**src/hw/rtl/ttf_pkg.sv**
```systemverilog
`timescale 1ns / 1ps
`default_nettype none

package ttf_pkg;

  // field widths
  localparam int POS_W  = 32;          // position, Q16.16
  localparam int TEX_W  = 24;          // texture coordinate, Q8.16
  localparam int NRM_W  = 16;          // normal, Q2.14
  localparam int UNIT_W = 16;          // normalised output, Q2.14
  localparam int DP_W   = POS_W + 1;   // position delta
  localparam int DUV_W  = TEX_W + 1;   // uv delta

  localparam int ONE_Q14 = 16384;

  // job queue between front and back
  localparam int Q_DEPTH = 2;
  localparam int Q_AW    = $clog2(Q_DEPTH);
  localparam int Q_CW    = $clog2(Q_DEPTH + 1);

  // corner codes
  localparam logic [1:0] CORNER_0 = 2'd0;
  localparam logic [1:0] CORNER_1 = 2'd1;
  localparam logic [1:0] CORNER_2 = 2'd2;

  typedef struct packed {
    logic [1:0]              corner_index;
    logic signed [POS_W-1:0] pos_x;
    logic signed [POS_W-1:0] pos_y;
    logic signed [POS_W-1:0] pos_z;
    logic signed [TEX_W-1:0] tex_u;
    logic signed [TEX_W-1:0] tex_v;
    logic signed [NRM_W-1:0] norm_x;
    logic signed [NRM_W-1:0] norm_y;
    logic signed [NRM_W-1:0] norm_z;
  } in_word_t;

  typedef struct packed {
    logic signed [UNIT_W-1:0] tan_x;
    logic signed [UNIT_W-1:0] tan_y;
    logic signed [UNIT_W-1:0] tan_z;
    logic signed [UNIT_W-1:0] bitan_x;
    logic signed [UNIT_W-1:0] bitan_y;
    logic signed [UNIT_W-1:0] bitan_z;
    logic                     degenerate;
  } out_word_t;

  // one triangle, reduced to deltas and the corner-0 normal
  typedef struct packed {
    logic signed [DP_W-1:0]  dp1_x;
    logic signed [DP_W-1:0]  dp1_y;
    logic signed [DP_W-1:0]  dp1_z;
    logic signed [DP_W-1:0]  dp2_x;
    logic signed [DP_W-1:0]  dp2_y;
    logic signed [DP_W-1:0]  dp2_z;
    logic signed [DUV_W-1:0] du1;
    logic signed [DUV_W-1:0] dv1;
    logic signed [DUV_W-1:0] du2;
    logic signed [DUV_W-1:0] dv2;
    logic signed [NRM_W-1:0] n_x;
    logic signed [NRM_W-1:0] n_y;
    logic signed [NRM_W-1:0] n_z;
  } job_t;

endpackage

`default_nettype wire

```
**src/hw/rtl/ttf_front.sv**
```systemverilog
`timescale 1ns / 1ps
`default_nettype none

module ttf_front (
  input  logic              clk,
  input  logic              in_valid,
  output logic              in_stall,
  input  ttf_pkg::in_word_t in_word,
  input  logic              job_full,
  output logic              job_push,
  output ttf_pkg::job_t     job
);
  import ttf_pkg::*;

  // corner store, no reset
  logic signed [POS_W-1:0] pos0_r [3];
  logic signed [POS_W-1:0] pos1_r [3];
  logic signed [TEX_W-1:0] uv0_r  [2];
  logic signed [TEX_W-1:0] uv1_r  [2];
  logic signed [NRM_W-1:0] nrm_r  [3];
  logic                    accept;

  assign in_stall = job_full;
  assign accept   = in_valid && !in_stall;
  assign job_push = accept && (in_word.corner_index == CORNER_2);

  always_ff @(posedge clk) begin
    if (accept) begin
      case (in_word.corner_index)
        CORNER_0: begin
          pos0_r[0] <= in_word.pos_x;
          pos0_r[1] <= in_word.pos_y;
          pos0_r[2] <= in_word.pos_z;
          uv0_r[0]  <= in_word.tex_u;
          uv0_r[1]  <= in_word.tex_v;
          nrm_r[0]  <= in_word.norm_x;
          nrm_r[1]  <= in_word.norm_y;
          nrm_r[2]  <= in_word.norm_z;
        end
        CORNER_1: begin
          pos1_r[0] <= in_word.pos_x;
          pos1_r[1] <= in_word.pos_y;
          pos1_r[2] <= in_word.pos_z;
          uv1_r[0]  <= in_word.tex_u;
          uv1_r[1]  <= in_word.tex_v;
        end
        default: ;
      endcase
    end
  end

  // deltas against corner 0, exact
  always_comb begin
    job.dp1_x = DP_W'(pos1_r[0]) - DP_W'(pos0_r[0]);
    job.dp1_y = DP_W'(pos1_r[1]) - DP_W'(pos0_r[1]);
    job.dp1_z = DP_W'(pos1_r[2]) - DP_W'(pos0_r[2]);
    job.dp2_x = DP_W'(in_word.pos_x) - DP_W'(pos0_r[0]);
    job.dp2_y = DP_W'(in_word.pos_y) - DP_W'(pos0_r[1]);
    job.dp2_z = DP_W'(in_word.pos_z) - DP_W'(pos0_r[2]);
    job.du1   = DUV_W'(uv1_r[0]) - DUV_W'(uv0_r[0]);
    job.dv1   = DUV_W'(uv1_r[1]) - DUV_W'(uv0_r[1]);
    job.du2   = DUV_W'(in_word.tex_u) - DUV_W'(uv0_r[0]);
    job.dv2   = DUV_W'(in_word.tex_v) - DUV_W'(uv0_r[1]);
    job.n_x   = nrm_r[0];
    job.n_y   = nrm_r[1];
    job.n_z   = nrm_r[2];
  end

endmodule

`default_nettype wire

```
**config.mk**
```make
export PLATFORM = sky130hd
export DESIGN_NAME = ttf_front
export DESIGN_NICKNAME = d
export VERILOG_FILES = /design/src/hw/rtl/ttf_pkg.sv /design/src/hw/rtl/ttf_front.sv
export SDC_FILE = /design/constraint.sdc
export NUM_CORES = 1
export LEC_CHECK = 0
export ABC_AREA = 1
export BUFFER_PORTS_ARGS = -buffer_cell sky130_fd_sc_hd__buf_2
export CORE_UTILIZATION = 63
export CTS_CLUSTER_DIAMETER = 80
export DETAILED_ROUTE_END_ITERATION = 10
export PLACE_DENSITY = 0.88
export REMOVE_ABC_BUFFERS = 1
export SKIP_LAST_GASP = 1
export SYNTH_ARGS = -nofsm -noshare
export SYNTH_HDL_FRONTEND = slang
export SYNTH_SLANG_ARGS = --single-unit
```
**constraint.sdc**
```tcl
create_clock -name clk -period 24.6 [get_ports clk]
set_input_delay 3.69 -clock clk [delete_from_list [all_inputs] [get_ports clk]]
set_output_delay 3.69 -clock clk [all_outputs]
set_load 0.005 [all_outputs]
```
## Word level (Yosys, flattened, before mapping)

Memory sizes are Yosys's and may differ from the RTL's.
Index checks and enable logic that the tools add are counted.

- Register bits after elaboration: 0
- Memory bits (read-only): 0
- Word-level logic and storage cells: 27
- Memories kept: 5
- Output and inout bits: 348
- Input bits: 197
- Bits in latches: 0
- Bits in writable memories: 336

Memories:

| name | depth | bits a word | read ports | clocked after memory_dff | write ports | line | text |
|---|---|---|---|---|---|---|---|
| pos0_r | 3 | 32 | 3 | 0 | 3 | ttf_front.sv:16 | `logic signed [POS_W-1:0] pos0_r [3];` |
| pos1_r | 3 | 32 | 3 | 0 | 3 | ttf_front.sv:17 | `logic signed [POS_W-1:0] pos1_r [3];` |
| nrm_r | 3 | 16 | 3 | 0 | 3 | ttf_front.sv:20 | `logic signed [NRM_W-1:0] nrm_r [3];` |
| uv0_r | 2 | 24 | 2 | 0 | 2 | ttf_front.sv:18 | `logic signed [TEX_W-1:0] uv0_r [2];` |
| uv1_r | 2 | 24 | 2 | 0 | 2 | ttf_front.sv:19 | `logic signed [TEX_W-1:0] uv1_r [2];` |

- Mux-type cells: 6
- $mul: 0
- Divide/modulo/power cells: 0
- Order comparisons: 0
- Bitwise gates (word level): 0
- Add/sub/neg operators: 10
- Shifts and indexed selects: 0
- Reduce and logical (&&, ||, !) cells: 4
- Eq/ne operators: 2

Operators by type and width:

| kind | number |
|---|---|
| 32-bit by 32-bit subtractor with 33-bit output | 6 |
| 24-bit by 24-bit subtractor with 25-bit output | 4 |
| 1-bit two-way mux | 6 |
| 2-bit by 1-bit == test with 1-bit output (second input constant) | 1 |
| 2-bit == test (second input constant) | 1 |
| 1-bit logical AND | 2 |
| 2-bit logical NOT | 1 |
| 1-bit logical NOT | 1 |

## Depth between registers and ports, before layout

- Depth after elaboration: 4
- Depth in mapped cells: 14
- Depth with buffers taken out: 14

## Worst setup path after synthesis

Ideal clock, no wire load.

- Path type: input to register
- From: in in_word[192] in the netlist's numbering
- To: mem nrm_r[0][0], enable pin
- Data arrival time: 16.893 ns
- Buffers on the path: 0
- Setup slack: 6.725 ns
- Setup time: 0.982 ns
- Cell stages on the path: 1
- Required time: 23.618 ns
- Cell sequence: nor3_1

RTL lines:

| element | line | text |
|---|---|---|
| from (decl) | ttf_front.sv:8 | `input ttf_pkg::in_word_t in_word,` |
| to (decl) | ttf_front.sv:20 |  |

==> impl_metrics.env <==
export IMPL_status="complete, no violations"
export IMPL_powerDensity_nw_per_um2=49.29
export IMPL_io_pins=545
export IMPL_cts_buffer_depth=3
export IMPL_cap_violations=0
export IMPL_die_area_sq_um=51380
export IMPL_cts_tree="yes"
export IMPL_dp_cells=6091
export IMPL_fmax_mhz=107.3
export IMPL_postSynthRegisterBits=336
export IMPL_critPathMaxStageDelay_ns=0.44
export IMPL_ant_nets=0
export IMPL_grt_usage=0.4059
export IMPL_drt_pass1_iterations=6
export IMPL_crit_fanout=5
export IMPL_overflow=0
export IMPL_final_cell_mix="nand2_1, inv_1, buf_2"
export IMPL_final_layout_size_suffix_gt1_frac=0.1254
export IMPL_cts_sinks=336
export IMPL_die_width_microns=226.7
export IMPL_core_rowCount=81
export IMPL_syn_cell_area_sq_um=31800
export IMPL_maxSlewViolCount=0
export IMPL_fillers=4120
export IMPL_cp_cell_sequence="buf_2 -> inv_1 -> ha_1 -> fa_1 -> inv_1 -> nand3_1 -> nand3_1 -> nand2_1 -> nand2_1 -> nand3_1 -> nand2_1 -> xor2_1 -> buf_2"
export IMPL_core_area_sq_um=49360
export IMPL_cts_root_buf="clkbuf_16"
export IMPL_worstHoldPathType="primary input to flop"
export IMPL_finalSetupViolations=0
export IMPL_routed_wl_microns=106800
export IMPL_cp_slowest_cell="fa_1"
export IMPL_final_common_cell="nand2_1"
export IMPL_vias_per_cell=5.369
export IMPL_power_mw=1.817
export IMPL_antenna_found_initial=27
export IMPL_post_cts_resize_count=0
export IMPL_rsz0062_at_grt="false"
export IMPL_grt_pass1_wl_microns=159800
export IMPL_grt_pass1_vias=30970
export IMPL_cp_required_ns=20.91
export IMPL_critPathCaptureType="output port"
export IMPL_vdd_ir_drop_max_uv=61.06
export IMPL_numCtsBuffers=41
export IMPL_vias=33210
export IMPL_ctsHtreeMaxLevel=2
export IMPL_port_buffers=544
export IMPL_yosysSeqAreaShare=0.3173
export IMPL_synth_area_per_cell_sq_um=6.508
export IMPL_die_h_microns=226.7
export IMPL_holdWs_ns=3.274
export IMPL_slew_headroom=0.3212
export IMPL_synth_cells=4886
export IMPL_cp_num_buf_inv=4
export IMPL_drc_errors=0
export IMPL_clkTransAtPathRegs_ns=0.06
export IMPL_synth_warnings=0
export IMPL_leakagePower_nw=21.70
export IMPL_area_growth_pct=15.91
export IMPL_start_kind="primary input"
export IMPL_tightest_slew_ns=1.018
export IMPL_critPathKind="primary input to output port"
export IMPL_min_period_ns=9.322
export IMPL_hold_buffers=0
export IMPL_layout_nets=5965
export IMPL_fin_setup_tns_ns=0
export IMPL_crit_family="simple AND/OR/NAND/NOR gates"
export IMPL_initial_core_util=0.6443
export IMPL_grt_max_degree=145
export IMPL_dp_final_hpwl_microns=86060
export IMPL_wl_per_cell_microns=17.26
export IMPL_dr_first_iter_drc_count=3098
export IMPL_ys_types=26
export IMPL_place_congestion=1.044
export IMPL_hold_viol=0
export IMPL_post_cts_setup_buffer_count=0
export IMPL_final_cells=6185
export IMPL_period_share=0.3789
export IMPL_crit_arrival_ns=5.63
## state kept, by name (all words and copies together), names as in the netlist
register  count
uv0_r        48
pos1_r       96
uv1_r        48
nrm_r        48
pos0_r       96
## cell type report
cell class | count | area (sq um) | share of cell area
antenna | 19 | 47.55 | 0.001290
clock buffer | 47 | 1091 | 0.02960
clock inverter | 28 | 355.3 | 0.009640
inverter | 1127 | 4230 | 0.1148
multi-input combinational | 3417 | 17450 | 0.4733
sequential | 336 | 10090 | 0.2737
tap | 664 | 830.8 | 0.02254
timing repair buffer | 547 | 2770 | 0.07515
## cells by family after synthesis
kind of cell	after synthesis	share of synthesized area
AO/OA/AOI/OAI	270	0.04537
XOR/XNOR	145	0.03994
adder cells (fa/ha/maj)	298	0.1196
buffers and inverters	1133	0.1344
flip-flops	336	0.3173
AND/OR/NAND/NOR	2704	0.3434
## synthesized netlist by cell type
cell type | instances | area share
nand3b_1 | 2 | 0.00047
or2_1 | 6 | 0.0012
and2_1 | 14 | 0.0028
nand3_1 | 219 | 0.034
xor2_1 | 117 | 0.032
o21ai_0 | 26 | 0.0041
buf_4 | 6 | 0.0014
a21oi_1 | 210 | 0.033
nor3_1 | 29 | 0.0046
fa_1 | 10 | 0.0063
nand2_2 | 38 | 0.0075
nand4_1 | 60 | 0.012
ha_1 | 288 | 0.11
nand2_1 | 1967 | 0.23
xnor2_1 | 28 | 0.0077
nor2_4 | 5 | 0.0018
o21bai_1 | 23 | 0.0054
inv_1 | 1125 | 0.13
nor2_2 | 10 | 0.0020
a21o_1 | 6 | 0.0014
inv_2 | 2 | 0.00024
edfxtp_1 | 336 | 0.32
nor3_2 | 11 | 0.0035
a21oi_2 | 5 | 0.0014
nand3_2 | 4 | 0.0013
nor2_1 | 339 | 0.040
## final timing paths
check        start           end  slack, ns  cells after the start
max    in_word[48]       job[62]      15.28                     13
min    in_word[20]  nrm_r[0][20]       3.27                      1
## through the flow
step | area, sq um | utilization | setup slack (ns)
after detailed placement | 35370 | 0.7166 | 15.32
after floorplan | 31760 | - | 6.725
after CTS | 36810 | 0.7459 | 15.31
final | 36860 | 0.7468 | 15.28
after global routing | 36860 | 0.7468 | 15.12
after global placement | 35370 | 0.7166 | 15.38
## per-layer routing
| metal | wire length (microns) | track usage | share of wire | vias up |
|---|---|---|---|---|
| li1 | - | - | - | 16170 |
| met5 | 81 | 0 | 0.00076 | - |
| met3 | 10560 | 0.08475 | 0.099 | 387 |
| met4 | 7063 | 0.2594 | 0.066 | 12 |
| met2 | 49340 | 0.6734 | 0.46 | 1733 |
| met1 | 39720 | 0.4775 | 0.37 | 14900 |
## power breakdown
| group | internal, mW | switching, mW | total (mW) |
|---|---|---|---|
| logic | 0.175 | 0.325 | 0.500 |
| registers | 0.650 | 0.00605 | 0.656 |
| clock network | 0.397 | 0.264 | 0.661 |
| total | 1.22 | 0.595 | 1.82 |
No activity file was read; power rests on OpenSTA's default activity.
