File: src/hw/rtl/ttf_pkg.sv
`timescale 1ns / 1ps
`default_nettype none

package ttf_pkg;

  // field widths
  localparam int POS_W  = 32;          // position, Q16.16
  localparam int TEX_W  = 24;          // texture coordinate, Q8.16
  localparam int NRM_W  = 16;          // normal, Q2.14
  localparam int UNIT_W = 16;          // normalised output, Q2.14
  localparam int DP_W   = POS_W + 1;   // position delta
  localparam int DUV_W  = TEX_W + 1;   // uv delta

  localparam int ONE_Q14 = 16384;

  // job queue between front and back
  localparam int Q_DEPTH = 2;
  localparam int Q_AW    = $clog2(Q_DEPTH);
  localparam int Q_CW    = $clog2(Q_DEPTH + 1);

  // corner codes
  localparam logic [1:0] CORNER_0 = 2'd0;
  localparam logic [1:0] CORNER_1 = 2'd1;
  localparam logic [1:0] CORNER_2 = 2'd2;

  typedef struct packed {
    logic [1:0]              corner_index;
    logic signed [POS_W-1:0] pos_x;
    logic signed [POS_W-1:0] pos_y;
    logic signed [POS_W-1:0] pos_z;
    logic signed [TEX_W-1:0] tex_u;
    logic signed [TEX_W-1:0] tex_v;
    logic signed [NRM_W-1:0] norm_x;
    logic signed [NRM_W-1:0] norm_y;
    logic signed [NRM_W-1:0] norm_z;
  } in_word_t;

  typedef struct packed {
    logic signed [UNIT_W-1:0] tan_x;
    logic signed [UNIT_W-1:0] tan_y;
    logic signed [UNIT_W-1:0] tan_z;
    logic signed [UNIT_W-1:0] bitan_x;
    logic signed [UNIT_W-1:0] bitan_y;
    logic signed [UNIT_W-1:0] bitan_z;
    logic                     degenerate;
  } out_word_t;

  // one triangle, reduced to deltas and the corner-0 normal
  typedef struct packed {
    logic signed [DP_W-1:0]  dp1_x;
    logic signed [DP_W-1:0]  dp1_y;
    logic signed [DP_W-1:0]  dp1_z;
    logic signed [DP_W-1:0]  dp2_x;
    logic signed [DP_W-1:0]  dp2_y;
    logic signed [DP_W-1:0]  dp2_z;
    logic signed [DUV_W-1:0] du1;
    logic signed [DUV_W-1:0] dv1;
    logic signed [DUV_W-1:0] du2;
    logic signed [DUV_W-1:0] dv2;
    logic signed [NRM_W-1:0] n_x;
    logic signed [NRM_W-1:0] n_y;
    logic signed [NRM_W-1:0] n_z;
  } job_t;

endpackage

`default_nettype wire

File: src/hw/rtl/ttf_queue.sv
`timescale 1ns / 1ps
`default_nettype none

module ttf_queue (
  input  logic          clk,
  input  logic          rst_n,
  input  logic          push,
  input  ttf_pkg::job_t push_job,
  output logic          full,
  input  logic          pop,
  output logic          job_valid,
  output ttf_pkg::job_t pop_job
);
  import ttf_pkg::*;

  job_t            mem_r [Q_DEPTH];
  logic [Q_AW-1:0] wp_r, rp_r, wp_nxt, rp_nxt;
  logic [Q_CW-1:0] cnt_r;

  assign full      = (cnt_r == Q_CW'(Q_DEPTH));
  assign job_valid = (cnt_r != '0);
  assign pop_job   = mem_r[rp_r];
  assign wp_nxt    = (wp_r == Q_AW'(Q_DEPTH - 1)) ? '0 : wp_r + 1'b1;
  assign rp_nxt    = (rp_r == Q_AW'(Q_DEPTH - 1)) ? '0 : rp_r + 1'b1;

  always_ff @(posedge clk) begin
    if (push) begin
      mem_r[wp_r] <= push_job;
    end
  end

  always_ff @(posedge clk) begin
    if (!rst_n) begin
      wp_r  <= '0;
      rp_r  <= '0;
      cnt_r <= '0;
    end else begin
      if (push) begin
        wp_r <= wp_nxt;
      end
      if (pop) begin
        rp_r <= rp_nxt;
      end
      if (push && !pop) begin
        cnt_r <= cnt_r + 1'b1;
      end else if (pop && !push) begin
        cnt_r <= cnt_r - 1'b1;
      end
    end
  end

  a_cnt_bound: assert property (@(posedge clk) disable iff (!rst_n)
    cnt_r <= Q_CW'(Q_DEPTH)) else $error("job queue count out of range");
  a_no_push_full: assert property (@(posedge clk) disable iff (!rst_n)
    push |-> !full) else $error("job pushed into full queue");
  a_no_pop_empty: assert property (@(posedge clk) disable iff (!rst_n)
    pop |-> job_valid) else $error("job popped from empty queue");

endmodule

`default_nettype wire

File: config.mk
export PLATFORM = sky130hd
export DESIGN_NAME = ttf_queue
export DESIGN_NICKNAME = d
export VERILOG_FILES = /design/src/hw/rtl/ttf_pkg.sv /design/src/hw/rtl/ttf_queue.sv
export SDC_FILE = /design/constraint.sdc
export NUM_CORES = 1
export LEC_CHECK = 0
export ABC_AREA = 1
export BUFFER_PORTS_ARGS = -buffer_cell sky130_fd_sc_hd__buf_2
export CAP_MARGIN = 15
export CORE_AREA = 3 3 268 270
export DETAILED_ROUTE_END_ITERATION = 10
export DIE_AREA = 0 0 271 273
export HOLD_SLACK_MARGIN = 0.08
export PLACE_DENSITY = 0.65
export SLEW_MARGIN = 30
export SYNTH_ARGS = -nofsm -noshare
export SYNTH_HDL_FRONTEND = slang
export SYNTH_SLANG_ARGS = --single-unit
File: constraint.sdc
create_clock -name clk -period 40.3 [get_ports clk]
set_clock_uncertainty 0.15 [all_clocks]
set_input_delay 4.03 -clock clk [delete_from_list [all_inputs] [get_ports clk]]
set_output_delay 4.03 -clock clk [all_outputs]
set_load 0.005 [all_outputs]
* Word level (Yosys, flattened, before mapping) *
Memories as Yosys holds them, arrays and structs flattened. A register that Yosys moved wholly into a read port is not among the register bits.
Index checks and enable logic that the tools add are counted.

cells by class
  add/sub/neg operators = 4
  multipliers = 0
  div/mod/pow operators = 0
  magnitude comparators = 0
  eq/ne operators = 1
  shift-type cells = 0
  muxes and demuxes = 8
  bitwise gates (word level) = 0
  reduce and logical (&&, ||, !) cells = 6

operator list
  cell                                                                number
  1-bit 2-to-1 mux                                                    6
  2-bit 2-to-1 mux                                                    2
  2-bit nonzero test                                                  2
  1-bit adder, second input constant                                  2
  2-bit by 1-bit adder with 2-bit output, second input constant       1
  2-bit == test, second input constant                                1
  1-bit logical AND                                                   2
  1-bit zero test                                                     2
  2-bit by 1-bit subtractor with 2-bit output, second input constant  1

storage, ports and cells
  register bits = 4
  latch bits = 0
  bits in writable memories = 692
  bits in read-only memories = 0
  input port bits = 350
  word-level logic and storage cells = 23
  memories = 1

memories
  memory  depth  width  rd ports  clocked after Yosys merged registers in  wr ports  line             RTL
  mem_r   2      346    1         1                                        1         ttf_queue.sv:16  job_t mem_r [Q_DEPTH];

* Depth between registers and ports, before layout *
Gate-level depths: netlist of run 1.

  word-level depth = 4
  depth in mapped cells = 8
  gate-level depth less buffers = 8

* Least setup slack after synthesis of run 1 *
No wires, ideal clock.

  path type = in2reg
  from = in push
  to = mem mem_r[0][0] in the netlist's numbering, enable pin
  arrival time = 18.518 ns
  slack = 20.561 ns
  cell stages on the path = 2
  path buffers = 0
  cells stage by stage = inv_1 nor2_1

between the ends
  longest elaborated chain between the ends = 2

RTL lines
  what                                    line             RTL
  start: declaration                      ttf_queue.sv:7   input logic push,
  1-bit 2-to-1 mux                        ttf_queue.sv:27  if (push) begin
  1-bit 2-to-1 mux (implied by the code)  ttf_queue.sv:28  mem_r[wp_r] <= push_job;
  end: declaration                        ttf_queue.sv:16

Every way passes these cells.

==> results of run 1 <==
==> path summary, 6_finish.rpt <==
kind                       end  cells past startpoint
setup / recovery  pop_job[154]                      7
hold / removal            rp_r                      2
setup reg to reg   mem_r[0][5]                      4
hold reg to reg           rp_r                      2
==> registers in the layout, indices dropped and copies added, names as in the netlist, named ones only <==
register and count:
cnt_r 2, mem_r 692, wp_r 1, rp_r 1
==> report_power, final <==
part	switching [W]	total, W	internal (W)	leakage [nW]
Sequential	0.0000107	0.000852	0.000841	6.54
Combinational	0.0000746	0.000158	0.0000839	5.54
Clock	0.000270	0.000631	0.000361	1.11
==> critical path: cells and delay by family, from the launching register on <==
family / cells / cell delay (ps)
DFF: 1 / 700
muxes: 1 / 340
buffers and inverters: 6 / 2640
==> layout make-up <==
class / instances / area (um2) / area share (%)
inverter: 8 / 37.5 / 0.112
antenna: 14 / 35.0 / 0.105
sequential: 697 / 20900 / 62.6
tap: 940 / 1180 / 3.52
timing repair buffer: 712 / 3690 / 11.1
multi-input combinational: 368 / 5280 / 15.8
clock buffer: 91 / 1920 / 5.74
clock inverter: 40 / 365 / 1.09
==> stage by stage <==
stage / area, um2 / util [%] / setup slack (ps)
floorplan: 26900 / - / 20560
global placement: 31000 / 44.4 / 31690
detailed placement: 31000 / 44.4 / 32050
CTS: 33300 / 47.7 / 31390
global route: 33400 / 47.8 / 31470
finish: 33400 / 47.8 / 31730
==> per-layer routing <==
| metal | up-vias | GRT usage [%] | routed length (um) |
|---|---|---|---|
| li1 | 5951 | - | - |
| met3 | 143 | 5.86 | 5050 |
| met1 | 6573 | 16.4 | 21100 |
| met5 | - | 0 | 103 |
| met4 | 16 | 7.33 | 2210 |
| met2 | 492 | 28.0 | 31700 |
==> cell families (layout without fill, tap and decap cells) <==
kind of cell	Yosys count	after routing	share of synthesized area, %
buffers and inverters	47	851	2.82
DFF	697	697	77.6
adders and majority gates	1	1	0.0465
muxes	346	346	19.2
other	0	14	0
and+or+nand+nor	19	19	0.279
AOI/OAI and AO/OA	2	2	0.0372
==> placed cells by master, fill, tap and decap left out <==
cell type	synthesis	layout
bufinv_16	0	3
inv_1	8	7
dfxtp_4	0	1
clkinv_1	0	15
o21ai_0	1	1
inv_8	0	1
edfxtp_1	692	692
nand3_1	1	1
inv_6	0	3
ha_1	1	1
clkbuf_1	0	17
buf_2	0	697
buf_16	0	2
clkinv_16	0	3
mux2_2	6	6
buf_6	6	4
buf_4	0	6
nor2_1	8	7
nand4_1	1	1
mux2_4	340	340
clkinv_2	0	14
dfxtp_1	5	4
nand2_1	9	9
diode_2	0	14
clkinv_8	0	2
a21oi_1	1	1
buf_12	33	3
clkbuf_16	0	74
nor2_4	0	1
==> impl_results.md, run 1 <==
* Relative slew margins at a little under a third
* Register clock-pin slew on the reported worst setup and hold paths at ~60 ps
* Cell Area, Synth at approximately 27,000 um2
* Share of layout cells above drive strength 1 at around three fifths
* Synth warnings at 0
* Mapped Nets at about 1,500
* # hold bufs at CTS at 0
* DRT antenna net count at 0
* Setup crit end kind: output port
* Die ar. at approximately 74,000 um2
* Setup bufs post-CTS at 0
* CP arrival at roughly 4400 ps
* Port Buffers at roughly 700
* DR WL/cell at approximately 21 um
* I/O pin cnt at 698
* Clock buffer depth at 3
* Max cap viols at 0
* Initial antenna violation count at 23
* CP cell instances: buf_16, buf_4, buf_4, buf_4, buf_12, mux2_4, buf_2
* R2R Path Start: wp_r
* Ys async rst share at 0%
* Number of synthesized register bits at around 700
* Slowest CP cell: dfxtp_4
* Pin count of the biggest net entering global routing at between 150 and 200
* Period utilization at between 20% and 30%
* Gr ovfl total at 0
* Power per cell area at 49.2 nW/um2
* DRT Pass-1 Iters at 4
* Hold path startpoint: rp_r
* Dominant synthesized flop cell: edfxtp_1
* Worst-Skew Late Latency at approximately 600 ps
* Final hold violations at 0
* Worst VDD drop at approximately 0.037 mV
* Hold crit path type: flip-flop to flip-flop
* Placed wire-length estimate at 42.6 mm
* R2R Setup Slk at around 37,000 ps
* Fmax at roughly 0.12 GHz
* Synth top area cells: edfxtp_1, mux2_4, buf_12, dfxtp_1, buf_6
* Yosys top cell area share at ~77%
* Number of remaining DRC errors at 0
* Via count at between 10,000 and 15,000
* Syn Area/Cell at approximately 24 um2
* CTS sink count at approximately 700
* Status: completed
* Die W at roughly 270 um
* Total track usage at ~16%
* CTS tree: done
* Post-synth EDFFs at roughly 690
* Crit path largest cell delay at 700 ps
* Cell taking the most area after synthesis: edfxtp_1
* Final Non-Filler Cells at 2,870
* Total wire length at between 60 and 70 mm
* # fillers at just under 6,000
* Initial Util at between 30% and 40%
* Most frequent cell after synthesis: edfxtp_1
* FP Rows at 97
* Worst Tran Pin Value at 1040 ps
* Netlist cell types at 14
* Final setup viols at 0
* Register area share after synthesis at 77.6%
* Nets at around 2,200
* P&R area growth vs syn at 24.1%
* Total CTS buffers at 73
* Tmin final at about 8600 ps
* Core area at ~70,000 um2
* Commonest cells post-synth: edfxtp_1, mux2_4, buf_12
* Vias in the first global route at 14,100
* Initial DRC count at 798
* Drt via density at ~4.6
* Most used cell along the critical path: buf_4
* DP Cell Count at 2,723
* Crit-path max FO at 42
* Tot Pwr at 0.00164 W
* Die Ht at 273 um
* Hold Slack at about 360 ps
* Gate count of the mapped netlist at 1,112
* Leak pwr at between 10 and 15 nW
* Startpoint type of the worst setup path: flip-flop
* RSZ-0062 raised after global routing: no
* Root Driver: clkbuf_16
* Wire length of the first global-routing pass at 87.5 mm
* GPL Wtd Cong at just under 0.8
* Crit Path Category: flip-flop to output port
* TNS Setup at 0 ps
* Post-CTS sizing at 0
* Final Max Slew Viols at 0
* Worst Path Required at 36,120 ps
* H-Tree Depth at 3
(Power assumes the default switching activity.)
==> run 2: changes to the inputs <==
==> constraint.sdc (replaced) <==
create_clock -name clk -period 8.3 [get_ports clk]
set_clock_uncertainty 0.15 [all_clocks]
set_input_delay 0.83 -clock clk [delete_from_list [all_inputs] [get_ports clk]]
set_output_delay 0.83 -clock clk [all_outputs]
set_load 0.005 [all_outputs]
==> impl_results.md, run 2 (synthesized netlist as in run 1, its figures left out) <==
* Relative slew margins at 21.3% (was 30.8%)
* DRT antenna net count at 0 (unchanged)
* Worst-Skew Late Latency at 590 ps (about the same)
* Multi-input logic area at 5280 um2 (unchanged)
* Setup crit end kind: output port (unchanged)
* DP Cell Count at 2,719 (was 2,723)
* Die W at 271 um (unchanged)
* Initial DRC count at 696 (was 798)
* Nets at 2,210 (was 2,211)
* Power per cell area at 241 nW/um2 (was 49.2 nW/um2)
* Final hold violations at 0 (unchanged)
* Internal at 0.00636 W (was 0.00129 W)
* Clk network pwr share at 39.1% (was 38.4%)
* DRT Pass-1 Iters at 4 (unchanged)
* FF-to-FF End: mem_r[1][201] (was mem_r[0][5])
* Initial antenna violation count at 28 (was 23)
* Top reg by flops: mem_r (unchanged)
* CP arrival at 3450 ps (was 4390 ps)
* Sw Pwr at 0.00172 W (was 0.000355 W)
* Worst VDD drop at 0.210 mV (was 0.0374 mV)
* Startpoint type of the worst setup path: flip-flop (unchanged)
* Comb pwr share at 9.6% (was 9.7%)
* Leak pwr at 13.2 nW (about the same)
* Tmin final at 4430 ps
* Placed wire-length estimate at 42.1 mm (was 42.6 mm)
* Setup bufs post-CTS at 0 (unchanged)
* Initial Util at 38.6% (unchanged)
* Vias in the first global route at 14,200 (was 14,100)
* CTS tree: done (unchanged)
* Period utilization at ~53%
* I/O pin cnt at 698 (unchanged)
* Die ar. at 74,000 um2 (unchanged)
* Seq pwr share at 51.3% (was 51.9%)
* Final Non-Filler Cells at 2,875 (was 2,870)
* Worst Path Required at 7320 ps (was 36,120 ps)
* Sequential cell area at 20,900 um2 (unchanged)
* Biggest regs: mem_r x692, cnt_r x2 (unchanged)
* FP Rows at 97 (unchanged)
* Root Driver: clkbuf_16 (unchanged)
* Wire length of the first global-routing pass at 87.0 mm (was 87.5 mm)
* Total CTS buffers at 75 (was 73)
* Cells on worst reg2reg path at 4 (unchanged)
* Max cap viols at 0 (unchanged)
* DR WL/cell at 21.0 um (about the same)
* # hold bufs at CTS at 0 (unchanged)
* R2R Path Start: wp_r (unchanged)
* Port Buffers at 697 (unchanged)
* Drt via density at 4.58 (was 4.59)
* # fillers at 5,866 (was 5,854)
* RSZ-0062 raised after global routing: no (unchanged)
* Final Max Slew Viols at 0 (unchanged)
* Crit-path max FO at 108 (was 42)
* H-Tree Depth at 3 (unchanged)
* Die Ht at 273 um (unchanged)
* Gr ovfl total at 0 (unchanged)
* Post-CTS sizing at 0 (unchanged)
* Crit Path Category: flip-flop to output port (unchanged)
* Worst Tran Pin Value at 1180 ps (was 1040 ps)
* Max reg flops at 692 (unchanged)
* TNS Setup at 0 ps (unchanged)
* Net Sw Frac at 21.3% (was 21.6%)
* Core area at 69,800 um2 (unchanged)
* Number of remaining DRC errors at 0 (unchanged)
* GPL Wtd Cong at 0.792 (was 0.786)
* R2R Setup Slk at 5830 ps (was 37,000 ps)
* Status: completed (unchanged)
* Share of layout cells above drive strength 1 at 60.8% (was 60.5%)
* Pin count of the biggest net entering global routing at 166 (was 161)
* Total track usage at 15.6% (was 15.7%)
* Final setup viols at 0 (unchanged)
* Hold crit path type: input port to flip-flop (was flip-flop to flip-flop)
* CTS sink count at 697 (unchanged)
* Clock buffer depth at 3 (unchanged)
* Commonest non-fill, non-tap cell in the layout: buf_2 (unchanged)
* P&R area growth vs syn at 24.5% (was 24.1%)
* Fmax at 0.226 GHz
* Register clock-pin slew on the reported worst setup and hold paths at 60 ps (about the same)
* Most frequent cells in the layout: buf_2, edfxtp_1, mux2_4 (unchanged)
* Tot Pwr at 0.00807 W (was 0.00164 W)
* Total wire length at 60.4 mm (was 60.2 mm)
* End point of the critical path: pop_job[185] (was pop_job[154])
* Via count at 13,200 (about the same)
run 2: worst max-delay path: stages (launching register included):
cell and delay [ps]:
dfxtp_4 790, buf_12 610, buf_4 700, mux2_4 360, buf_2 130
run 2: routing by layer:
layer	track usage [%]	wire length, um	share of wire, %	vias to the layer above
met5	0	73	0.12	-
met4	7.94	2500	4.1	10
met3	6.13	5050	8.3	144
met2	27.8	32300	53	506
met1	15.9	20600	34	6579
li1	-	-	-	5940
run 2: worst min path at each step:
| stage | from | endpoint | slack (ps) | cells past startpoint |
|---|---|---|---|---|
| 2_1_floorplan | rp_r | flip-flop | 310 | 2 |
| 3_3_place_gp | rp_r | flip-flop | 320 | 2 |
| 3_5_place_dp | rp_r | rp_r | 350 | 2 |
| 4_1_cts | push_job[226] | mem_r[0][226] | 210 | 1 |
| 5_1_grt | push_job[226] | mem_r[0][226] | 220 | 1 |
| 6_report | push_job[247] | mem_r[0][247] | 270 | 1 |
run 2: power by group through the flow:
stage	Combinational [W]	Clock, W	Sequential [W]
final	0.000775	0.00316	0.00414
after global placement	0.000767	0	0.00420
after CTS	0.000783	0.00326	0.00414
after detailed placement	0.000780	0	0.00421
after floorplan	0.000469	0	0.00422
after global routing	0.000830	0.00338	0.00415
run 2: layout make-up:
| cell class | count | share of cell area [%] |
|---|---|---|
| Clock inverter | 38 | 1.06 |
| Antenna cell | 24 | 0.179 |
| Tap cell | 940 | 3.51 |
| Sequential cell | 697 | 62.3 |
| Clock buffer | 91 | 5.91 |
| Timing Repair Buffer | 709 | 11.1 |
| Multi-Input combinational cell | 368 | 15.8 |
| Inverter | 8 | 0.101 |
run 2: per-stage QoR:
stage	hold slack (ps)	worst slack (ps)	area [um2]	utilization (%)
2_1_floorplan	313	1650	26900	-
3_3_place_gp	325	4610	31000	44.4
3_5_place_dp	347	4520	31000	44.5
4_1_cts	214	3850	33400	47.8
5_1_grt	218	3720	33500	48.0
6_report	265	3870	33500	48.0
==> run 3: changes to the inputs <==
--- a/config.mk
+++ b/config.mk
@@ -8,11 +8,11 @@
 export ABC_AREA = 1
 export BUFFER_PORTS_ARGS = -buffer_cell sky130_fd_sc_hd__buf_2
 export CAP_MARGIN = 15
-export CORE_AREA = 3 3 268 270
+export CORE_AREA = 3 3 271 273
 export DETAILED_ROUTE_END_ITERATION = 10
-export DIE_AREA = 0 0 271 273
+export DIE_AREA = 0 0 274 276
 export HOLD_SLACK_MARGIN = 0.08
-export PLACE_DENSITY = 0.65
+export PLACE_DENSITY = 0.66
 export SLEW_MARGIN = 30
 export SYNTH_ARGS = -nofsm -noshare
 export SYNTH_HDL_FRONTEND = slang
==> constraint.sdc (replaced) <==
create_clock -name clk -period 3.9 [get_ports clk]
set_clock_uncertainty 0.15 [all_clocks]
set_input_delay 0.39 -clock clk [delete_from_list [all_inputs] [get_ports clk]]
set_output_delay 0.39 -clock clk [all_outputs]
set_load 0.005 [all_outputs]
==> impl_results.md, run 3 (synthesized netlist as in run 1, its figures left out) <==
* Worst Path Required at 3360 ps (was 7320 ps)
* Die ar. at 75,600 um2 (was 74,000 um2)
* Crit-path max FO at 87 (was 108)
* Most frequent cells in the layout: buf_2, edfxtp_1, dlygate4sd3_1 (was buf_2, edfxtp_1, mux2_4)
* Period utilization at around 76%
* Cells on worst reg2reg path at 4 (unchanged)
* H-Tree Depth at 3 (unchanged)
* Worst VDD drop at 0.370 mV (was 0.210 mV)
* Relative slew margins at 43.5% (was 21.3%)
* RSZ-0062 raised after global routing: no (unchanged)
* CTS tree: done (unchanged)
* Via count at 14,900 (was 13,200)
* Core area at 71,400 um2 (was 69,800 um2)
* Worst-Skew Late Latency at 590 ps (about the same)
* Initial DRC count at 827 (was 696)
* Startpoint type of the worst setup path: flip-flop (unchanged)
* Final hold violations at 0 (unchanged)
* Clock buffer depth at 3 (unchanged)
* Register clock-pin slew on the reported worst setup and hold paths at 60 ps (about the same)
* Fmax at approximately 0.34 GHz
* Number of remaining DRC errors at 0 (unchanged)
* Hold Slack at 218 ps (was 265 ps)
* Root Driver: clkbuf_16 (unchanged)
* I/O pin cnt at 698 (unchanged)
* Post-CTS sizing at 0 (unchanged)
* DR WL/cell at 20.1 um (was 21.0 um)
* FP Rows at 98 (was 97)
* Max cap viols at 0 (unchanged)
* Tot Pwr at 0.0179 W (was 0.00807 W)
* Setup crit end kind: output port (unchanged)
* Status: completed (unchanged)
* DRT antenna net count at 0 (unchanged)
* Die Ht at 276 um (was 273 um)
* Initial Util at 37.7% (was 38.6%)
* Port Buffers at 697 (unchanged)
* DRT Pass-1 Iters at 4 (unchanged)
* CP cell instances: buf_12, mux2_4, buf_2 (was buf_12, buf_4, mux2_4, buf_2)
* Slowest CP cell: dfxtp_4 (unchanged)
* Final Max Slew Viols at 0 (unchanged)
* Max reg flops at 692 (unchanged)
* Die W at 274 um (was 271 um)
* P&R area growth vs syn at 39.2% (was 24.5%)
* Gr ovfl total at 0 (unchanged)
* Biggest regs: mem_r x692, cnt_r x2 (unchanged)
* Nets at 2,597 (was 2,210)
* Power per cell area at 479 nW/um2 (was 241 nW/um2)
* Min-Delay Path Depth at 3 (was 1)
* Final setup viols at 0 (unchanged)
* Crit path largest cell delay at 610 ps (was 790 ps)
* Placed wire-length estimate at 44.2 mm (was 42.1 mm)
* # fillers at 5,690 (was 5,866)
* Total wire length at 65.4 mm (was 60.4 mm)
* Total track usage at 16.7% (was 15.6%)
* Crit Path Category: flip-flop to output port (unchanged)
* Tmin final at 2980 ps
* Leak pwr at 14.9 nW (was 13.2 nW)
* Commonest non-fill, non-tap cell in the layout: buf_2 (unchanged)
* Worst Tran Pin Value at 848 ps (was 1180 ps)
* Initial antenna violation count at 8 (was 28)
* Top reg by flops: mem_r (unchanged)
* Share of layout cells above drive strength 1 at 52.3% (was 60.8%)
* Pin count of the biggest net entering global routing at 89 (was 166)
* Hold crit path type: input port to flip-flop (unchanged)
* CTS sink count at 697 (unchanged)
* GPL Wtd Cong at 0.802 (was 0.792)
* Drt via density at 4.56 (was 4.58)
* Vias in the first global route at 16,400 (was 14,200)
* Wire length of the first global-routing pass at 97.4 mm (was 87.0 mm)
* Total CTS buffers at 76 (was 75)
* CP arrival at 2440 ps (was 3450 ps)
run 3: cell types whose count changed in the layout (fill, tap and decap cells not counted), moves of 2 or more:
cell / previous run / this run
clkinv_2: 14 / 8
bufinv_16: 5 / 8
diode_2: 24 / 8
buf_4: 2 / 34
dlygate4sd3_1: 0 / 350
buf_12: 6 / 14
clkbuf_1: 14 / 16
inv_8: 0 / 3
clkinvlp_4: 2 / 4
buf_16: 4 / 0
run 3: report_power, final:
| group | switching (W) | internal (W) |
|---|---|---|
| clock | 0.00290 | 0.00422 |
| combinational | 0.000883 | 0.00114 |
| sequential | 0.000109 | 0.00869 |
run 3: what timing repair did:
item / in CTS / in global routing
hold endpoints to repair: 697 / 0
setup buffers: 0 / 0
hold buffers: 350 / 0
run 3: worst max-delay path: cells and delay by family, from the launching register on:
family | cells | cell delay [ps]
buffers and inverters | 2 | 600
flip-flops | 1 | 610
multiplexers | 1 | 360
run 3: final timing paths:
kind	to	slack (ps)	start
worst max-delay path	pop_job[50]	920	flip-flop
worst min-delay path	mem_r[0][236]	220	push
worst min register to register	flip-flop	360	rp_r
worst max register to register	mem_r[1][86]	1850	wp_r
run 3: final cells by class:
class,instances,area [um2],area share [%]
Multi-Input combinational cell,368,5290,14.1
Antenna cell,8,20.0,0.0535
Clock buffer,94,2000,5.34
Timing Repair Buffer,1095,7530,20.1
Tap cell,950,1190,3.17
Sequential cell,697,20900,55.8
Inverter,8,46.3,0.124
Clock inverter,40,490,1.31
run 3: layer usage:
layer | track usage, % | up-vias | wire [um]
met2 | 29.9 | 551 | 33900
met4 | 7.08 | 2 | 2700
met1 | 18.6 | 7425 | 24100
met5 | 0 | - | 13
li1 | - | 6712 | -
met3 | 4.67 | 168 | 4680
run 3: stage by stage:
stage	setup slack, ps	TNS (ps)	cell area, um2	util (%)	std cells
after floorplan	-2260	-1537740	26900	-	1112
after global placement	1500	0	31400	44.1	2768
after detailed placement	1500	0	31400	44.1	2768
after CTS	834	0	37400	52.5	3252
after global routing	791	0	37500	52.5	3260
final	921	0	37500	52.5	3260
